**config.mk**
```make
export PLATFORM = sky130hd
export DESIGN_NAME = bms_response_frame_receiver_core
export DESIGN_NICKNAME = d
export VERILOG_FILES = /design/src/hdl/bmsrx_pkg.sv /design/src/hdl/bmsrx_assembler.sv /design/src/hdl/bmsrx_out_buf.sv /design/src/hdl/bms_response_frame_receiver_core.sv
export VERILOG_INCLUDE_DIRS = /design/src /design/src/hdl
export SDC_FILE = /design/constraint.sdc
export NUM_CORES = 1
export LEC_CHECK = 0
export BUFFER_PORTS_ARGS = -buffer_cell sky130_fd_sc_hd__buf_4
export CORE_MARGIN = 8
export CORE_UTILIZATION = 50
export CTS_BUF_LIST = sky130_fd_sc_hd__clkbuf_8
export DETAILED_ROUTE_END_ITERATION = 7
export GPL_TIMING_DRIVEN = 0
export HOLD_SLACK_MARGIN = 0.12
export PLACE_DENSITY = 0.83
export SLEW_MARGIN = 10
export SYNTH_ARGS = -nofsm -noshare
export SYNTH_HDL_FRONTEND = slang
export SYNTH_SLANG_ARGS = --single-unit
```
**constraint.sdc**
```tcl
create_clock -name clk -period 6.9 [get_ports clk]
set_clock_uncertainty 0.2 [all_clocks]
set_input_delay 0.345 -clock clk [delete_from_list [all_inputs] [get_ports clk]]
set_output_delay 0.345 -clock clk [all_outputs]
set_load 0.005 [all_outputs]
```
**src/hdl/bms_response_frame_receiver_core_defines.svh**
```systemverilog
// assertion macros shared by the frame receiver modules
// expects signals named clk and rst in the module that uses them
`ifndef BMS_RESPONSE_FRAME_RECEIVER_CORE_DEFINES_SVH
`define BMS_RESPONSE_FRAME_RECEIVER_CORE_DEFINES_SVH

// condition holds at every edge outside reset
`define BMSRX_ASSERT(label, cond, msg) \
  label: assert property (@(posedge clk) disable iff (rst) (cond)) \
    else $error(msg);

// antecedent at one edge implies consequent at the next
`define BMSRX_ASSERT_NEXT(label, ante, cons, msg) \
  label: assert property (@(posedge clk) disable iff (rst) (ante) |=> (cons)) \
    else $error(msg);

`endif

```
**src/hdl/bmsrx_pkg.sv**
```systemverilog
// types and constants for the response frame receiver
// no dependencies; used by all receiver modules
`default_nettype none

package bmsrx_pkg;

  localparam logic [3:0]  FRAME_LEN    = 4'd13;  // sync, 11 body bytes, checksum
  localparam logic [3:0]  LAST_POS     = 4'd12;  // position of the checksum byte
  localparam int          BODY_LAST    = 11;     // last stored frame byte
  localparam logic [7:0]  GOOD_ADDRESS = 8'h01;
  localparam logic [7:0]  LOUD_ADDRESS = 8'h20;
  localparam logic [7:0]  SYNC_RESET   = 8'hA5;
  localparam logic [15:0] ERR_MAX      = 16'hFFFF;
  localparam int          TDATA_W      = 112;

  typedef enum logic [2:0] {
    STATUS_OK        = 3'd0,
    STATUS_ADDR_HIGH = 3'd1,
    STATUS_ADDR_LOW  = 3'd2,
    STATUS_SUM_BAD   = 3'd3,
    STATUS_SUM_ZERO  = 3'd4,
    STATUS_OVERRUN   = 3'd5
  } status_t;

  typedef struct packed {
    status_t     status;
    logic [15:0] error_total;
    logic [63:0] payload;
    logic [7:0]  length_byte;
    logic [7:0]  command_echo;
    logic [7:0]  responder_address;
    logic [5:0]  frame_slot;
  } result_t;

endpackage

`default_nettype wire

```
**src/hdl/bmsrx_assembler.sv**
```systemverilog
// frame assembly: sync hunt, byte store, running sum, checks, error count
// depends on bmsrx_pkg and the assertion macro header
`default_nettype none
`include "bms_response_frame_receiver_core_defines.svh"

module bmsrx_assembler #(
  parameter int FRAME_SLOTS = 16
) (
  input  wire logic             clk,
  input  wire logic             rst,
  input  wire logic             cfg_write,
  input  wire logic [7:0]       cfg_value,
  input  wire logic             in_accept,
  input  wire logic             in_action,
  input  wire logic [7:0]       in_byte,
  output logic                  res_valid,
  output bmsrx_pkg::result_t    res
);
  import bmsrx_pkg::*;

  localparam int SLOT_W = $clog2(FRAME_SLOTS + 1);
  localparam logic [SLOT_W-1:0] SLOT_LIMIT = SLOT_W'(FRAME_SLOTS);

  logic [7:0]        sync_byte;
  logic              in_frame, in_frame_next;
  logic [3:0]        byte_pos, byte_pos_next;
  logic [SLOT_W-1:0] slot, slot_next;
  logic [7:0]        run_sum, run_sum_next;
  logic [15:0]       err_count, err_count_next;
  logic [7:0]        fb [1:BODY_LAST];

  logic              slots_left;
  logic              store;
  logic              overrun;
  logic              err_inc;
  status_t           status;
  logic [6:0]        slot_wide;

  assign slots_left = (slot < SLOT_LIMIT);
  assign slot_wide  = 7'(slot);

  always_comb begin
    in_frame_next = in_frame;
    byte_pos_next = byte_pos;
    slot_next     = slot;
    run_sum_next  = run_sum;
    store         = 1'b0;
    overrun       = 1'b0;
    err_inc       = 1'b0;
    res_valid     = 1'b0;
    status        = STATUS_OK;
    if (in_accept) begin
      if (in_action) begin
        in_frame_next = 1'b0;
        byte_pos_next = '0;
        slot_next     = '0;
        run_sum_next  = '0;
      end else if (!in_frame) begin
        if (in_byte == sync_byte) begin
          in_frame_next = 1'b1;
          byte_pos_next = '0;
          run_sum_next  = '0;
          // with no slot left the frame opens empty and the next byte overruns
          if (slots_left) begin
            byte_pos_next = 4'd1;
            run_sum_next  = in_byte;
          end
        end
      end else if (!slots_left || byte_pos >= FRAME_LEN) begin
        in_frame_next = 1'b0;
        overrun       = 1'b1;
        err_inc       = 1'b1;
        res_valid     = 1'b1;
        status        = STATUS_OVERRUN;
      end else if (byte_pos < LAST_POS) begin
        store         = 1'b1;
        run_sum_next  = run_sum + in_byte;
        byte_pos_next = byte_pos + 4'd1;
      end else begin
        // checksum byte closes the frame
        res_valid = 1'b1;
        if (fb[1] != GOOD_ADDRESS) begin
          if (fb[1] >= LOUD_ADDRESS) begin
            status  = STATUS_ADDR_HIGH;
            err_inc = 1'b1;
          end else begin
            status  = STATUS_ADDR_LOW;
          end
        end else if (run_sum != in_byte) begin
          status  = STATUS_SUM_BAD;
          err_inc = 1'b1;
        end else if (run_sum == 8'd0) begin
          status  = STATUS_SUM_ZERO;
          err_inc = 1'b1;
        end
        slot_next     = slot + SLOT_W'(1);
        in_frame_next = 1'b0;
        byte_pos_next = '0;
      end
    end
  end

  assign err_count_next = (err_inc && err_count != ERR_MAX) ? err_count + 16'd1 : err_count;

  always_comb begin
    res.status            = status;
    res.error_total       = err_count_next;
    res.frame_slot        = slot_wide[5:0];
    res.responder_address = overrun ? 8'd0 : fb[1];
    res.command_echo      = overrun ? 8'd0 : fb[2];
    res.length_byte       = overrun ? 8'd0 : fb[3];
    res.payload           = overrun ? 64'd0
                          : {fb[4], fb[5], fb[6], fb[7], fb[8], fb[9], fb[10], fb[11]};
  end

  always_ff @(posedge clk) begin
    if (rst) begin
      sync_byte <= SYNC_RESET;
      in_frame  <= 1'b0;
      byte_pos  <= '0;
      slot      <= '0;
      run_sum   <= '0;
      err_count <= '0;
    end else begin
      if (cfg_write) begin
        sync_byte <= cfg_value;
      end
      in_frame  <= in_frame_next;
      byte_pos  <= byte_pos_next;
      slot      <= slot_next;
      run_sum   <= run_sum_next;
      err_count <= err_count_next;
    end
  end

  // frame byte store, written at the current position
  always_ff @(posedge clk) begin
    for (int i = 1; i <= BODY_LAST; i++) begin
      if (store && byte_pos == 4'(i)) begin
        fb[i] <= in_byte;
      end
    end
  end

  `BMSRX_ASSERT(a_idle_pos_zero, in_frame || byte_pos == 4'd0, "position nonzero while idle")
  `BMSRX_ASSERT(a_pos_range, byte_pos <= LAST_POS, "byte position past checksum")
  `BMSRX_ASSERT(a_slot_range, slot <= SLOT_LIMIT, "slot number past limit")
  `BMSRX_ASSERT_NEXT(a_result_closes, res_valid, !in_frame, "frame still open after result")

endmodule

`default_nettype wire

```
**src/hdl/bmsrx_out_buf.sv**
```systemverilog
// two-entry output register with skid slot for result items
// depends on bmsrx_pkg and the assertion macro header
`default_nettype none
`include "bms_response_frame_receiver_core_defines.svh"

module bmsrx_out_buf (
  input  wire logic             clk,
  input  wire logic             rst,
  input  wire logic             in_valid,
  input  wire bmsrx_pkg::result_t in_data,
  output logic                  in_space,
  output logic                  out_valid,
  output bmsrx_pkg::result_t    out_data,
  input  wire logic             out_ready
);
  import bmsrx_pkg::*;

  logic    main_valid, main_valid_next;
  logic    skid_valid, skid_valid_next;
  result_t main, main_next;
  result_t skid, skid_next;
  logic    pop;

  assign pop       = main_valid && out_ready;
  assign in_space  = !skid_valid;
  assign out_valid = main_valid;
  assign out_data  = main;

  always_comb begin
    main_valid_next = main_valid;
    skid_valid_next = skid_valid;
    main_next       = main;
    skid_next       = skid;
    if (skid_valid) begin
      if (pop) begin
        main_next       = skid;
        skid_valid_next = 1'b0;
      end
    end else if (in_valid) begin
      if (!main_valid || pop) begin
        main_next       = in_data;
        main_valid_next = 1'b1;
      end else begin
        skid_next       = in_data;
        skid_valid_next = 1'b1;
      end
    end else if (pop) begin
      main_valid_next = 1'b0;
    end
  end

  always_ff @(posedge clk) begin
    if (rst) begin
      main_valid <= 1'b0;
      skid_valid <= 1'b0;
    end else begin
      main_valid <= main_valid_next;
      skid_valid <= skid_valid_next;
    end
  end

  always_ff @(posedge clk) begin
    main <= main_next;
    skid <= skid_next;
  end

  `BMSRX_ASSERT(a_skid_behind_main, !skid_valid || main_valid, "skid holds data with main empty")
  `BMSRX_ASSERT(a_no_write_when_full, !(skid_valid && in_valid), "result arrived with no space")
  `BMSRX_ASSERT_NEXT(a_empty_fills_main, in_valid && !main_valid,
                     main_valid && !skid_valid, "result into empty buffer went astray")

endmodule

`default_nettype wire

```
**src/hdl/bms_response_frame_receiver_core.sv**
```systemverilog
// Response frame receiver with additive checksum.
// s_axis carries one transaction per received byte (tdata) or, with tuser set,
// a restart that clears position, slot number and running sum before a new
// response; the error count survives restarts. While idle the receiver hunts
// for the sync byte, then collects a 13-byte frame into the current slot.
// The checksum byte closes the frame and one m_axis transaction reports the
// slot, a status (tuser) and the frame fields; a byte after a sync byte seen
// with all slots used reports an overrun instead.
// A byte is taken every cycle: s_axis_tready stays high while the two-entry
// output buffer has its skid entry free, so one stalled result does not stop
// input. Each result is registered in the output buffer before it shows on
// m_axis. If m_axis stalls with two results held, s_axis_tready drops until
// one is taken.
// cfg writes the sync byte (reset 0xA5) and are always accepted.
// rst is synchronous: frame state and error count clear, buffer empties.
// includes: bmsrx_pkg, bmsrx_assembler, bmsrx_out_buf
`default_nettype none

module bms_response_frame_receiver_core #(
  parameter int FRAME_SLOTS = 16
) (
  input  wire logic         clk,
  input  wire logic         rst,
  input  wire logic         cfg_valid,
  output logic              cfg_ready,
  input  wire logic [7:0]   cfg_data,      // sync_byte
  input  wire logic         s_axis_tvalid,
  output logic              s_axis_tready,
  input  wire logic [7:0]   s_axis_tdata,  // rx_byte
  input  wire logic [0:0]   s_axis_tuser,  // action
  output logic              m_axis_tvalid,
  input  wire logic         m_axis_tready,
  // frame_slot, responder_address, command_echo, length_byte, payload,
  // error_total, two zero bits
  output logic [bmsrx_pkg::TDATA_W-1:0] m_axis_tdata,
  output logic [2:0]        m_axis_tuser   // status
);
  import bmsrx_pkg::*;

  logic    in_accept;
  logic    res_valid;
  result_t res;
  result_t out_res;

  assign cfg_ready = 1'b1;
  assign in_accept = s_axis_tvalid && s_axis_tready;

  bmsrx_assembler #(
    .FRAME_SLOTS (FRAME_SLOTS)
  ) u_assembler (
    .clk       (clk),
    .rst       (rst),
    .cfg_write (cfg_valid && cfg_ready),
    .cfg_value (cfg_data),
    .in_accept (in_accept),
    .in_action (s_axis_tuser[0]),
    .in_byte   (s_axis_tdata),
    .res_valid (res_valid),
    .res       (res)
  );

  bmsrx_out_buf u_out_buf (
    .clk       (clk),
    .rst       (rst),
    .in_valid  (res_valid),
    .in_data   (res),
    .in_space  (s_axis_tready),
    .out_valid (m_axis_tvalid),
    .out_data  (out_res),
    .out_ready (m_axis_tready)
  );

  assign m_axis_tdata = {2'b00, out_res.error_total, out_res.payload, out_res.length_byte,
                         out_res.command_echo, out_res.responder_address,
                         out_res.frame_slot};
  assign m_axis_tuser = out_res.status;

endmodule

`default_nettype wire

```
==> impl_metrics.env, run 1 <==
export IMPL_area_of_the_core_region_um2=27900
export IMPL_net_switching_power_uw=812
export IMPL_globalRoute_totalOverflow=0
export IMPL_irDropWorstVdd_v=0.000143
export IMPL_synth_seq_cells=356
export IMPL_synthesis_yosys_warnings=0
export IMPL_cellPowerDensity_nw_per_um2=228
export IMPL_cts_tree="done"
export IMPL_p_sw_share_pct=20.9
export IMPL_met3_length_um=1940
export IMPL_cts_repair_resized_insts=0
export IMPL_die_width_um=185
export IMPL_wire_length_of_the_first_global_routing_pass_um=44600
export IMPL_synth_main_ff_cell="sky130_fd_sc_hd__edfxtp_1"
export IMPL_setup_total_negative_slack_ns=0
export IMPL_drtPass1Iterations=5
export IMPL_number_of_global_route_vias_before_repair=8108
export IMPL_setup_worst_path_class="input port to flop"
export IMPL_cts_post_setup_buffers_inserted=0
export IMPL_combPwrFrac_pct=2.3
export IMPL_ctsHtreeMaxLevel=2
export IMPL_vias=8136
export IMPL_drt_total_wl_um=29000
export IMPL_wl_per_cell_um=18.8
export IMPL_hold_slack_ns=0.231
export IMPL_cp_start_kind="input port"
export IMPL_worst_setup_hold_path_clk_slew_ns=0.06
export IMPL_numCtsBuffers=53
export IMPL_clock_root_buffer="sky130_fd_sc_hd__clkbuf_8"
export IMPL_ant_nets=0
export IMPL_layout_drive_gt1_share_pct=27.8
export IMPL_outcome="finished clean"
export IMPL_via_per_inst=5.27
export IMPL_floorplan_initialDensity_pct=50.9
export IMPL_clock_latency_ns=0.57
export IMPL_edff_count_synth=312
export IMPL_synthTopCellsByArea="sky130_fd_sc_hd__edfxtp_1 (66%), sky130_fd_sc_hd__mux2_2 (8.1%), sky130_fd_sc_hd__dfxtp_1 (6.2%)"
export IMPL_hpwlAfterDp_um=18900
export IMPL_io_pins=140
export IMPL_floorplan_die_height_um=185
export IMPL_met1_length_um=12200
export IMPL_finalHoldViolations=0
export IMPL_critical_path_arrival_ns=3.55
export IMPL_clock_share_of_power_pct=37.9
export IMPL_port_buffer_count=133
export IMPL_setup_viol=0
export IMPL_top_area_cell_type_share_of_the_netlist_area_pct=65.9
export IMPL_sequentialPowerShare_pct=59.7
export IMPL_layout_cells_most_common_list="sky130_fd_sc_hd__edfxtp_1 (312), sky130_fd_sc_hd__buf_4 (137), sky130_fd_sc_hd__and2_1 (110)"
export IMPL_numClockSinks=356
export IMPL_largest_net_degree_at_the_start_of_global_routing=48
export IMPL_worst_ep_required_ns=7.01
export IMPL_grt_setup_unrepaired="no"
export IMPL_cts_root_to_sink_buffers=3
export IMPL_synthesis_instances=901
export IMPL_routed_wl_met2_um=14200
export IMPL_maxSlewHeadroom_pct=44.3
export IMPL_placementRows=61
export IMPL_detail_route_iter0_violations=599
export IMPL_global_route_usage_total_pct=16.7
export IMPL_hold_path_class="flop to flop"
export IMPL_final_common_cell="sky130_fd_sc_hd__edfxtp_1"
export IMPL_highest_layer="met4"
export IMPL_clock_fmax_mhz=291
export IMPL_avgSynthCellArea_um2=15.8
export IMPL_yosys_area_top_type="sky130_fd_sc_hd__edfxtp_1"
export IMPL_report_final_slew_viol_count=0
export IMPL_power_leakage_uw=0.00614
export IMPL_antenna_diode_count=0
export IMPL_yosysSeqAreaShare_pct=72.0
export IMPL_synth_async_reset_ratio_pct=0
export IMPL_die_area_um2=34100
export IMPL_worst_slew_pin_transition_ns=0.831
export IMPL_endpoint_kind_of_the_worst_setup_timing_path="flop"
export IMPL_layout_filler_cells=2076
export IMPL_cp_max_fo=14
export IMPL_flow_area_growth_from_synthesis_pct=20.0
export IMPL_synthDistinctLibCells=59
export IMPL_power_internal_uw=3080
export IMPL_layout_nets=1163
export IMPL_mappedNetlistArea_um2=14200
export IMPL_final_weighted_congestion_in_routability_driven_placement=0.871
export IMPL_holdBufCountCts=29
export IMPL_drc_errors=0
export IMPL_fin_crit_sh_pct=49.9
export IMPL_timing_final_crit_period_ns=3.44
export IMPL_drv_max_cap_violation_count=0
export IMPL_antenna_found_initial=1
==> path summary, 6_finish.rpt <==
kind	slack [ns]	cells past startpoint	to	from
setup / recovery	3.46	10	u_out_buf.out_data[103]	s_axis_tdata[5]
hold / removal	0.23	0	u_out_buf.skid[4]	u_assembler.slot[4]
setup reg to reg	3.73	8	u_out_buf.out_data[103]	u_assembler.run_sum[5]
hold reg to reg	0.23	0	u_out_buf.skid[4]	u_assembler.slot[4]
==> sequential cells by signal (all words and copies together), names as in the netlist, 4 cells and up <==
register               count
u_assembler.byte_pos       4
u_assembler.err_count     16
u_assembler.fb            88
u_assembler.run_sum        8
u_assembler.slot           5
u_assembler.sync_byte      8
u_out_buf.out_data       112
u_out_buf.skid           112
==> power by group through the flow <==
stage / logic [uW] / clock network [uW] / registers, uW
floorplan: 38.1 / 0 / 2370
global placement: 73.2 / 0 / 2370
global route: 98.0 / 1620 / 2320
CTS: 90.1 / 1520 / 2320
detailed placement: 75.1 / 0 / 2370
finish: 90.4 / 1480 / 2320
==> synthesized netlist by cell type (5+ instances only) <==
master / number
sky130_fd_sc_hd__nand2_1: 26
sky130_fd_sc_hd__dfxtp_1: 44
sky130_fd_sc_hd__edfxtp_1: 312
sky130_fd_sc_hd__a21o_1: 7
sky130_fd_sc_hd__inv_1: 20
sky130_fd_sc_hd__a22o_1: 5
sky130_fd_sc_hd__and3_1: 5
sky130_fd_sc_hd__ha_1: 14
sky130_fd_sc_hd__nor2_1: 26
sky130_fd_sc_hd__and2_1: 111
sky130_fd_sc_hd__nand3_1: 13
sky130_fd_sc_hd__mux2_2: 102
sky130_fd_sc_hd__mux2i_1: 12
sky130_fd_sc_hd__nand4_1: 9
sky130_fd_sc_hd__o21ai_0: 15
sky130_fd_sc_hd__nor4_1: 6
sky130_fd_sc_hd__nand2b_1: 9
sky130_fd_sc_hd__xor2_1: 21
sky130_fd_sc_hd__clkbuf_1: 32
sky130_fd_sc_hd__a31oi_1: 11
sky130_fd_sc_hd__nor3_1: 12
sky130_fd_sc_hd__a21oi_1: 22
==> metal layers <==
metal / up-vias / GRT usage (%)
met5: - / 0
met3: 57 / 3.39
met2: 249 / 28.7
li1: 3837 / -
met4: 0 / 4.90
met1: 3993 / 21.3
==> logic make-up (layout without fill, tap and decap cells) <==
kind of cell               Yosys count  after routing  synth area share, %
AOI/OAI and AO/OA                   92             92                 4.71
adders and majority gates           15             15                 1.37
buffers and inverters               60            323                 1.76
and+or+nand+nor                    237            237                 9.60
other                                2              4               0.0528
xor gates and xnor gates            25             25                 1.54
DFF                                356            356                 72.0
muxes                              114            114                 8.92
==> cell type report <==
| type | count | area [um2] | share of cell area (%) |
|---|---|---|---|
| tap | 378 | 473 | 2.77 |
| sequential | 356 | 10200 | 60.1 |
| timing repair buffer | 168 | 1430 | 8.39 |
| clock buffer | 53 | 729 | 4.27 |
| clock inverter | 42 | 185 | 1.09 |
| multi-input combinational | 487 | 3750 | 22.0 |
| inverter | 20 | 75.1 | 0.440 |
| buffer | 40 | 175 | 1.03 |
==> metrics by stage <==
step / cell area (um2) / power, uW / worst slack [ns] / cells / util, %
floorplan: 14200 / 2410 / 2.12 / 903 / -
global placement: 15700 / 2440 / 0.529 / 1414 / 56.2
detailed placement: 15900 / 2440 / 3.48 / 1420 / 56.8
CTS: 17100 / 3940 / 3.50 / 1544 / 61.1
global route: 17100 / 4040 / 3.32 / 1544 / 61.1
finish: 17100 / 3890 / 3.46 / 1544 / 61.1
==> critical path, stage by stage <==
cell,delay (ns)
sky130_fd_sc_hd__dlygate4sd3_1,0.54
sky130_fd_sc_hd__buf_4,0.23
sky130_fd_sc_hd__ha_1,0.40
sky130_fd_sc_hd__nor4_1,0.28
sky130_fd_sc_hd__nand3_1,0.18
sky130_fd_sc_hd__a31oi_1,0.49
sky130_fd_sc_hd__buf_2,0.35
sky130_fd_sc_hd__a31oi_1,0.19
sky130_fd_sc_hd__and4_1,0.27
sky130_fd_sc_hd__o31a_1,0.26
Note: power is estimated with default switching activity, not from simulation.
==> run 2, diff against run 1 <==
--- a/config.mk
+++ b/config.mk
@@ -13,7 +13,7 @@
 export DETAILED_ROUTE_END_ITERATION = 7
 export GPL_TIMING_DRIVEN = 0
 export HOLD_SLACK_MARGIN = 0.12
-export PLACE_DENSITY = 0.83
+export PLACE_DENSITY = 0.8
 export SLEW_MARGIN = 10
 export SYNTH_ARGS = -nofsm -noshare
 export SYNTH_HDL_FRONTEND = slang
==> constraint.sdc (replaced) <==
create_clock -name clk -period 3.2 [get_ports clk]
set_clock_uncertainty 0.2 [all_clocks]
set_input_delay 0.16 -clock clk [delete_from_list [all_inputs] [get_ports clk]]
set_output_delay 0.16 -clock clk [all_outputs]
set_load 0.005 [all_outputs]
==> run 2 against run 1 <==
Setup slack lost 3.4 ns. Hold slack got worse by 0.058 ns. Count of clock-buffer cells in the layout grew 6. Core utilization rose by 0.53 points. Sequential cell count unchanged. Sequential power increased by 120%. Design area is 0.86% higher. Die area stayed put. Wire length up 0.30%. Global-route usage increased by 0.14 points. Non-clock buffer count increased by 3. Critical endpoint unchanged. Largest power group unchanged.
==> impl_metrics.env, run 2 (synthesis gave the netlist of run 1 again) <==
export IMPL_outcome="finished clean"
export IMPL_area_of_the_core_region_um2=27900
export IMPL_wire_length_of_the_first_global_routing_pass_um=45200
export IMPL_number_of_global_route_vias_before_repair=8251
export IMPL_via_per_inst=5.21
export IMPL_power_leakage_uw=0.00624
export IMPL_ant_nets=0
export IMPL_irDropWorstVdd_v=0.000275
export IMPL_clock_root_buffer="sky130_fd_sc_hd__clkbuf_8"
export IMPL_finish_instance_area_um2=17200
export IMPL_final_common_cell="sky130_fd_sc_hd__edfxtp_1"
export IMPL_final_weighted_congestion_in_routability_driven_placement=0.866
export IMPL_layout_core_utilization_pct=61.6
export IMPL_hpwlAfterDp_um=18600
export IMPL_floorplan_die_height_um=185
export IMPL_cp_max_fo=14
export IMPL_port_buffer_count=133
export IMPL_io_pins=140
export IMPL_antenna_diode_count=0
export IMPL_placementRows=61
export IMPL_critical_path_arrival_ns=3.22
export IMPL_layout_drive_gt1_share_pct=28.6
export IMPL_layout_cells_most_common_list="sky130_fd_sc_hd__edfxtp_1 (312), sky130_fd_sc_hd__buf_4 (137), sky130_fd_sc_hd__and2_1 (110)"
export IMPL_worst_slew_pin_transition_ns=0.831
export IMPL_endpoint_kind_of_the_worst_setup_timing_path="flop"
export IMPL_flow_area_growth_from_synthesis_pct=21.0
export IMPL_cts_post_setup_buffers_inserted=0
export IMPL_die_area_um2=34100
export IMPL_cp_start_kind="input port"
export IMPL_finalHoldViolations=0
export IMPL_maxSlewHeadroom_pct=44.4
export IMPL_numClockSinks=356
export IMPL_timing_final_crit_period_ns=3.11
export IMPL_antenna_found_initial=0
export IMPL_detail_route_iter0_violations=483
export IMPL_wl_per_cell_um=18.7
export IMPL_numCtsBuffers=56
export IMPL_setup_ws_ns=0.0921
export IMPL_worst_ep_required_ns=3.31
export IMPL_fin_crit_sh_pct=97.1
export IMPL_cts_tree="done"
export IMPL_globalRoute_totalOverflow=0
export IMPL_setup_viol=0
export IMPL_hold_path_class="input port to flop"
export IMPL_die_width_um=185
export IMPL_ctsHtreeMaxLevel=2
export IMPL_dpl_cell_area_um2=15900
export IMPL_finalPower_uw=8630
export IMPL_drv_max_cap_violation_count=0
export IMPL_drt_total_wl_um=29100
export IMPL_worst_setup_hold_path_clk_slew_ns=0.06
export IMPL_cellPowerDensity_nw_per_um2=502
export IMPL_drc_errors=0
export IMPL_setup_worst_path_class="input port to flop"
export IMPL_layout_nets=1169
export IMPL_final_seq_area_um2=10300
export IMPL_floorplan_initialDensity_pct=50.9
export IMPL_cts_root_to_sink_buffers=3
export IMPL_vias=8088
export IMPL_multi_input_gate_area_in_the_final_layout_um2=3780
export IMPL_clock_latency_ns=0.57
export IMPL_report_final_slew_viol_count=0
export IMPL_largest_net_degree_at_the_start_of_global_routing=58
export IMPL_hold_slack_ns=0.174
export IMPL_clock_fmax_mhz=322
export IMPL_drtPass1Iterations=5
export IMPL_global_route_usage_total_pct=16.9
export IMPL_setup_slack_placement_ns=-0.0816
export IMPL_layout_filler_cells=2082
[run 2: cell count changes in the layout (fill, tap and decap cells not counted), moves of 3 or more]
cell / previous run / this run
sky130_fd_sc_hd__inv_1: 44 / 39
sky130_fd_sc_hd__clkbuf_1: 32 / 29
sky130_fd_sc_hd__dlygate4sd3_1: 29 / 33
sky130_fd_sc_hd__clkinv_1: 9 / 17
sky130_fd_sc_hd__clkbuf_2: 0 / 3
sky130_fd_sc_hd__clkinv_2: 6 / 2
sky130_fd_sc_hd__clkbuf_8: 53 / 60
[run 2: metrics by stage]
step	std cells	TNS [ns]
3_3_place_gp	1414	-133.41
3_5_place_dp	1419	-0.368
2_1_floorplan	903	0
6_report	1552	0
5_1_grt	1552	-0.0112
4_1_cts	1552	0
[run 2: cell type report]
type	instances	area share, %
clock inverter	41	1.10
multi-input combinational	487	22.0
tap	378	2.75
timing repair buffer	171	8.39
clock buffer	59	4.72
buffer	40	1.10
sequential	356	59.6
inverter	20	0.436
[run 2: final timing paths]
| kind | start | endpoint | slack, ns | cells past startpoint |
|---|---|---|---|---|
| worst max-delay path | s_axis_tdata[0] | u_out_buf.out_data[103] | 0.09 | 10 |
| worst min-delay path | s_axis_tdata[5] | u_assembler.run_sum[6] | 0.17 | 6 |
| worst max register to register | u_assembler.run_sum[5] | u_out_buf.out_data[103] | 0.13 | 8 |
| worst min register to register | u_assembler.slot[4] | u_out_buf.skid[4] | 0.23 | 0 |
[run 2: critical path, stage by stage]
cell                            delay [ns]
sky130_fd_sc_hd__dlygate4sd3_1        0.54
sky130_fd_sc_hd__buf_4                0.21
sky130_fd_sc_hd__ha_1                 0.35
sky130_fd_sc_hd__nor4_1               0.33
sky130_fd_sc_hd__nand3_1              0.23
sky130_fd_sc_hd__a31oi_2              0.37
sky130_fd_sc_hd__buf_2                0.34
sky130_fd_sc_hd__a31oi_1              0.18
sky130_fd_sc_hd__and4_1               0.24
sky130_fd_sc_hd__o31a_1               0.25
[run 2: power by group]
part	total (uW)	switching, uW	internal, uW
Clock	3420	1650	1770
Sequential	5010	8.45	5000
Combinational	201	114	86.2
[run 2: repair_timing]
| item | 4_1_cts | 5_1_grt |
|---|---|---|
| endpoints found under the setup margin | 0 | 45 |
| gates resized for setup | 0 | 7 |
| hold buffers | 33 | 0 |
| endpoints found under the hold margin | 127 | 0 |
[run 2: metal layers]
| layer | part of all wire (%) | track usage (%) |
|---|---|---|
| met5 | 0 | 0 |
| met4 | 1.8 | 5.12 |
| met2 | 48 | 27.8 |
| met1 | 44 | 22.3 |
| met3 | 6.5 | 3.47 |
==> run 3, diff against run 2 <==
--- a/config.mk
+++ b/config.mk
@@ -8,13 +8,14 @@
 export LEC_CHECK = 0
 export BUFFER_PORTS_ARGS = -buffer_cell sky130_fd_sc_hd__buf_4
 export CORE_MARGIN = 8
-export CORE_UTILIZATION = 50
+export CORE_UTILIZATION = 56
 export CTS_BUF_LIST = sky130_fd_sc_hd__clkbuf_8
 export DETAILED_ROUTE_END_ITERATION = 7
 export GPL_TIMING_DRIVEN = 0
 export HOLD_SLACK_MARGIN = 0.12
-export PLACE_DENSITY = 0.8
+export PLACE_DENSITY = 0.84
 export SLEW_MARGIN = 10
 export SYNTH_ARGS = -nofsm -noshare
 export SYNTH_HDL_FRONTEND = slang
 export SYNTH_SLANG_ARGS = --single-unit
+export TNS_END_PERCENT = 1
==> run 3 against run 2 <==
Sequential power barely moved. Via count rose by 0.68%. Combinational power barely moved. Hold slack improved by 0.065 ns. Critical path depth did not move. Design area fell by 0.70%. Total power fell by 2.0%. Final cell count fell by 3.5%. Highest routed layer unchanged. Non-clock buffer count did not move. Die area fell by 9.8%.
==> impl_metrics.env, run 3 (synthesis gave the netlist of run 1 again) <==
export IMPL_area_of_the_core_region_um2=25000
export IMPL_hold_path_class="flop to flop"
export IMPL_layout_drive_gt1_share_pct=28.4
export IMPL_floorplan_initialDensity_pct=56.8
export IMPL_antenna_diode_count=0
export IMPL_largest_net_degree_at_the_start_of_global_routing=65
export IMPL_setup_viol=0
export IMPL_power_leakage_uw=0.00622
export IMPL_clock_fmax_mhz=328
export IMPL_worst_slew_pin_transition_ns=0.844
export IMPL_detail_route_iter0_violations=726
export IMPL_worst_ep_required_ns=3.31
export IMPL_cts_root_to_sink_buffers=3
export IMPL_finalPower_uw=8460
export IMPL_number_of_global_route_vias_before_repair=8238
export IMPL_endpoint_kind_of_the_worst_setup_timing_path="flop"
export IMPL_layout_cells_most_common_list="sky130_fd_sc_hd__edfxtp_1 (312), sky130_fd_sc_hd__buf_4 (137), sky130_fd_sc_hd__and2_1 (110)"
export IMPL_numClockSinks=356
export IMPL_wire_length_of_the_first_global_routing_pass_um=44900
export IMPL_clock_latency_ns=0.57
export IMPL_clock_root_buffer="sky130_fd_sc_hd__clkbuf_8"
export IMPL_drt_total_wl_um=29000
export IMPL_vias=8143
export IMPL_fin_crit_sh_pct=95.3
export IMPL_ant_nets=0
export IMPL_antenna_found_initial=0
export IMPL_globalRoute_totalOverflow=0
export IMPL_finalHoldViolations=0
export IMPL_irDropWorstVdd_v=0.000302
export IMPL_final_weighted_congestion_in_routability_driven_placement=0.855
export IMPL_global_route_usage_total_pct=18.4
export IMPL_timing_final_crit_period_ns=3.05
export IMPL_numCtsBuffers=52
export IMPL_layout_core_utilization_pct=68.3
export IMPL_layout_nets=1165
export IMPL_placementRows=58
export IMPL_layout_filler_cells=1679
export IMPL_grt_setup_unrepaired="no"
export IMPL_critPathSlowestCell="sky130_fd_sc_hd__dlygate4sd3_1"
export IMPL_cts_post_setup_buffers_inserted=0
export IMPL_slowest_delay_ns=0.54
export IMPL_report_final_slew_viol_count=0
export IMPL_worst_setup_hold_path_clk_slew_ns=0.07
export IMPL_cp_start_kind="input port"
export IMPL_path_cells="dlygate4sd3_1 > buf_4 > ha_1 > nor4_1 > nand3_1 > a31oi_4 > clkbuf_4 > a31oi_1 > and4_1 > o31a_1"
export IMPL_critical_path_arrival_ns=3.16
export IMPL_outcome="finished clean"
export IMPL_die_area_um2=30800
export IMPL_drtPass1Iterations=5
export IMPL_cp_max_fo=14
export IMPL_via_per_inst=5.44
export IMPL_drc_errors=0
export IMPL_drv_max_cap_violation_count=0
export IMPL_flow_area_growth_from_synthesis_pct=20.2
export IMPL_port_buffer_count=133
export IMPL_floorplan_die_height_um=175
export IMPL_cellPowerDensity_nw_per_um2=495
export IMPL_maxSlewHeadroom_pct=43.0
export IMPL_die_width_um=175
export IMPL_setup_worst_path_class="input port to flop"
export IMPL_wl_per_cell_um=19.4
export IMPL_cts_tree="done"
export IMPL_final_common_cell="sky130_fd_sc_hd__edfxtp_1"
export IMPL_ctsHtreeMaxLevel=2
export IMPL_hpwlAfterDp_um=18700
export IMPL_io_pins=140
[run 3: cell count changes in the layout (fill, tap and decap cells not counted), sizes merged]
cell and change:
clkinv -6, clkbuf -1, inv +4, clkinvlp -2, buf -1, bufinv -1
[run 3: power breakdown]
group	leakage [uW]	internal [uW]	switching, uW
clock network	0.000558	1630	1620
logic	0.00249	85.9	112
registers	0.00317	5000	9.21
[run 3: routing by layer]
metal / track usage [%] / part of all wire (%) / vias up
li1: - / - / 3830
met1: 22.9 / 42 / 3997
met2: 31.3 / 49 / 250
met3: 4.32 / 5.9 / 66
met4: 6.39 / 2.8 / 0
met5: 0 / 0 / -
[run 3: final cells by class]
type                    instances  area (um2)  area share (%)
clock inverters                36         145           0.849
multi-input cells             487        3790            22.2
inverters                      20        75.1           0.439
flip-flops and latches        356       10300            60.0
repair buffers                171        1440            8.45
well taps                     330         413            2.42
plain buffers                  40         191            1.12
clock buffers                  57         785            4.59
[run 3: path summary, 6_finish.rpt]
path / slack (ns) / startpoint / cells past startpoint / endpoint
max: 0.15 / s_axis_tdata[5] / 10 / u_out_buf.out_data[103]
min: 0.24 / u_assembler.slot[4] / 0 / u_out_buf.skid[4]
max reg2reg: 0.21 / u_assembler.sync_byte[1] / 7 / u_assembler.byte_pos[0]
min reg2reg: 0.24 / u_assembler.slot[4] / 0 / u_out_buf.skid[4]
[run 3: what timing repair did]
item | CTS | global route
setup endpoints to repair | 1 | 41
hold endpoints to repair | 130 | 0
gates cloned | 0 | 0
hold buffers | 33 | 0
gates resized for setup | 1 | 7
pin swaps | 0 | 1
[run 3: worst max-delay path, delay by kind of cell]
| family | cells | cell delay [ns] |
|---|---|---|
| and+or+nand+nor | 3 | 0.76 |
| adders and majority gates | 1 | 0.40 |
| buffers and inverters | 3 | 1.07 |
| AOI/OAI and AO/OA | 3 | 0.76 |
[run 3: stage by stage]
stage	TNS (ns)	area (um2)	hold slack [ns]	setup slack, ns	instances
6_report	0	17100	0.239	0.151	1497
5_1_grt	0	17100	0.267	0.0276	1497
4_1_cts	0	17100	0.231	0.0456	1497
3_5_place_dp	-0.263	15800	0.162	-0.104	1371
3_3_place_gp	-142.37	15700	0.160	-0.908	1366
2_1_floorplan	0	14300	0.0526	0.0114	903
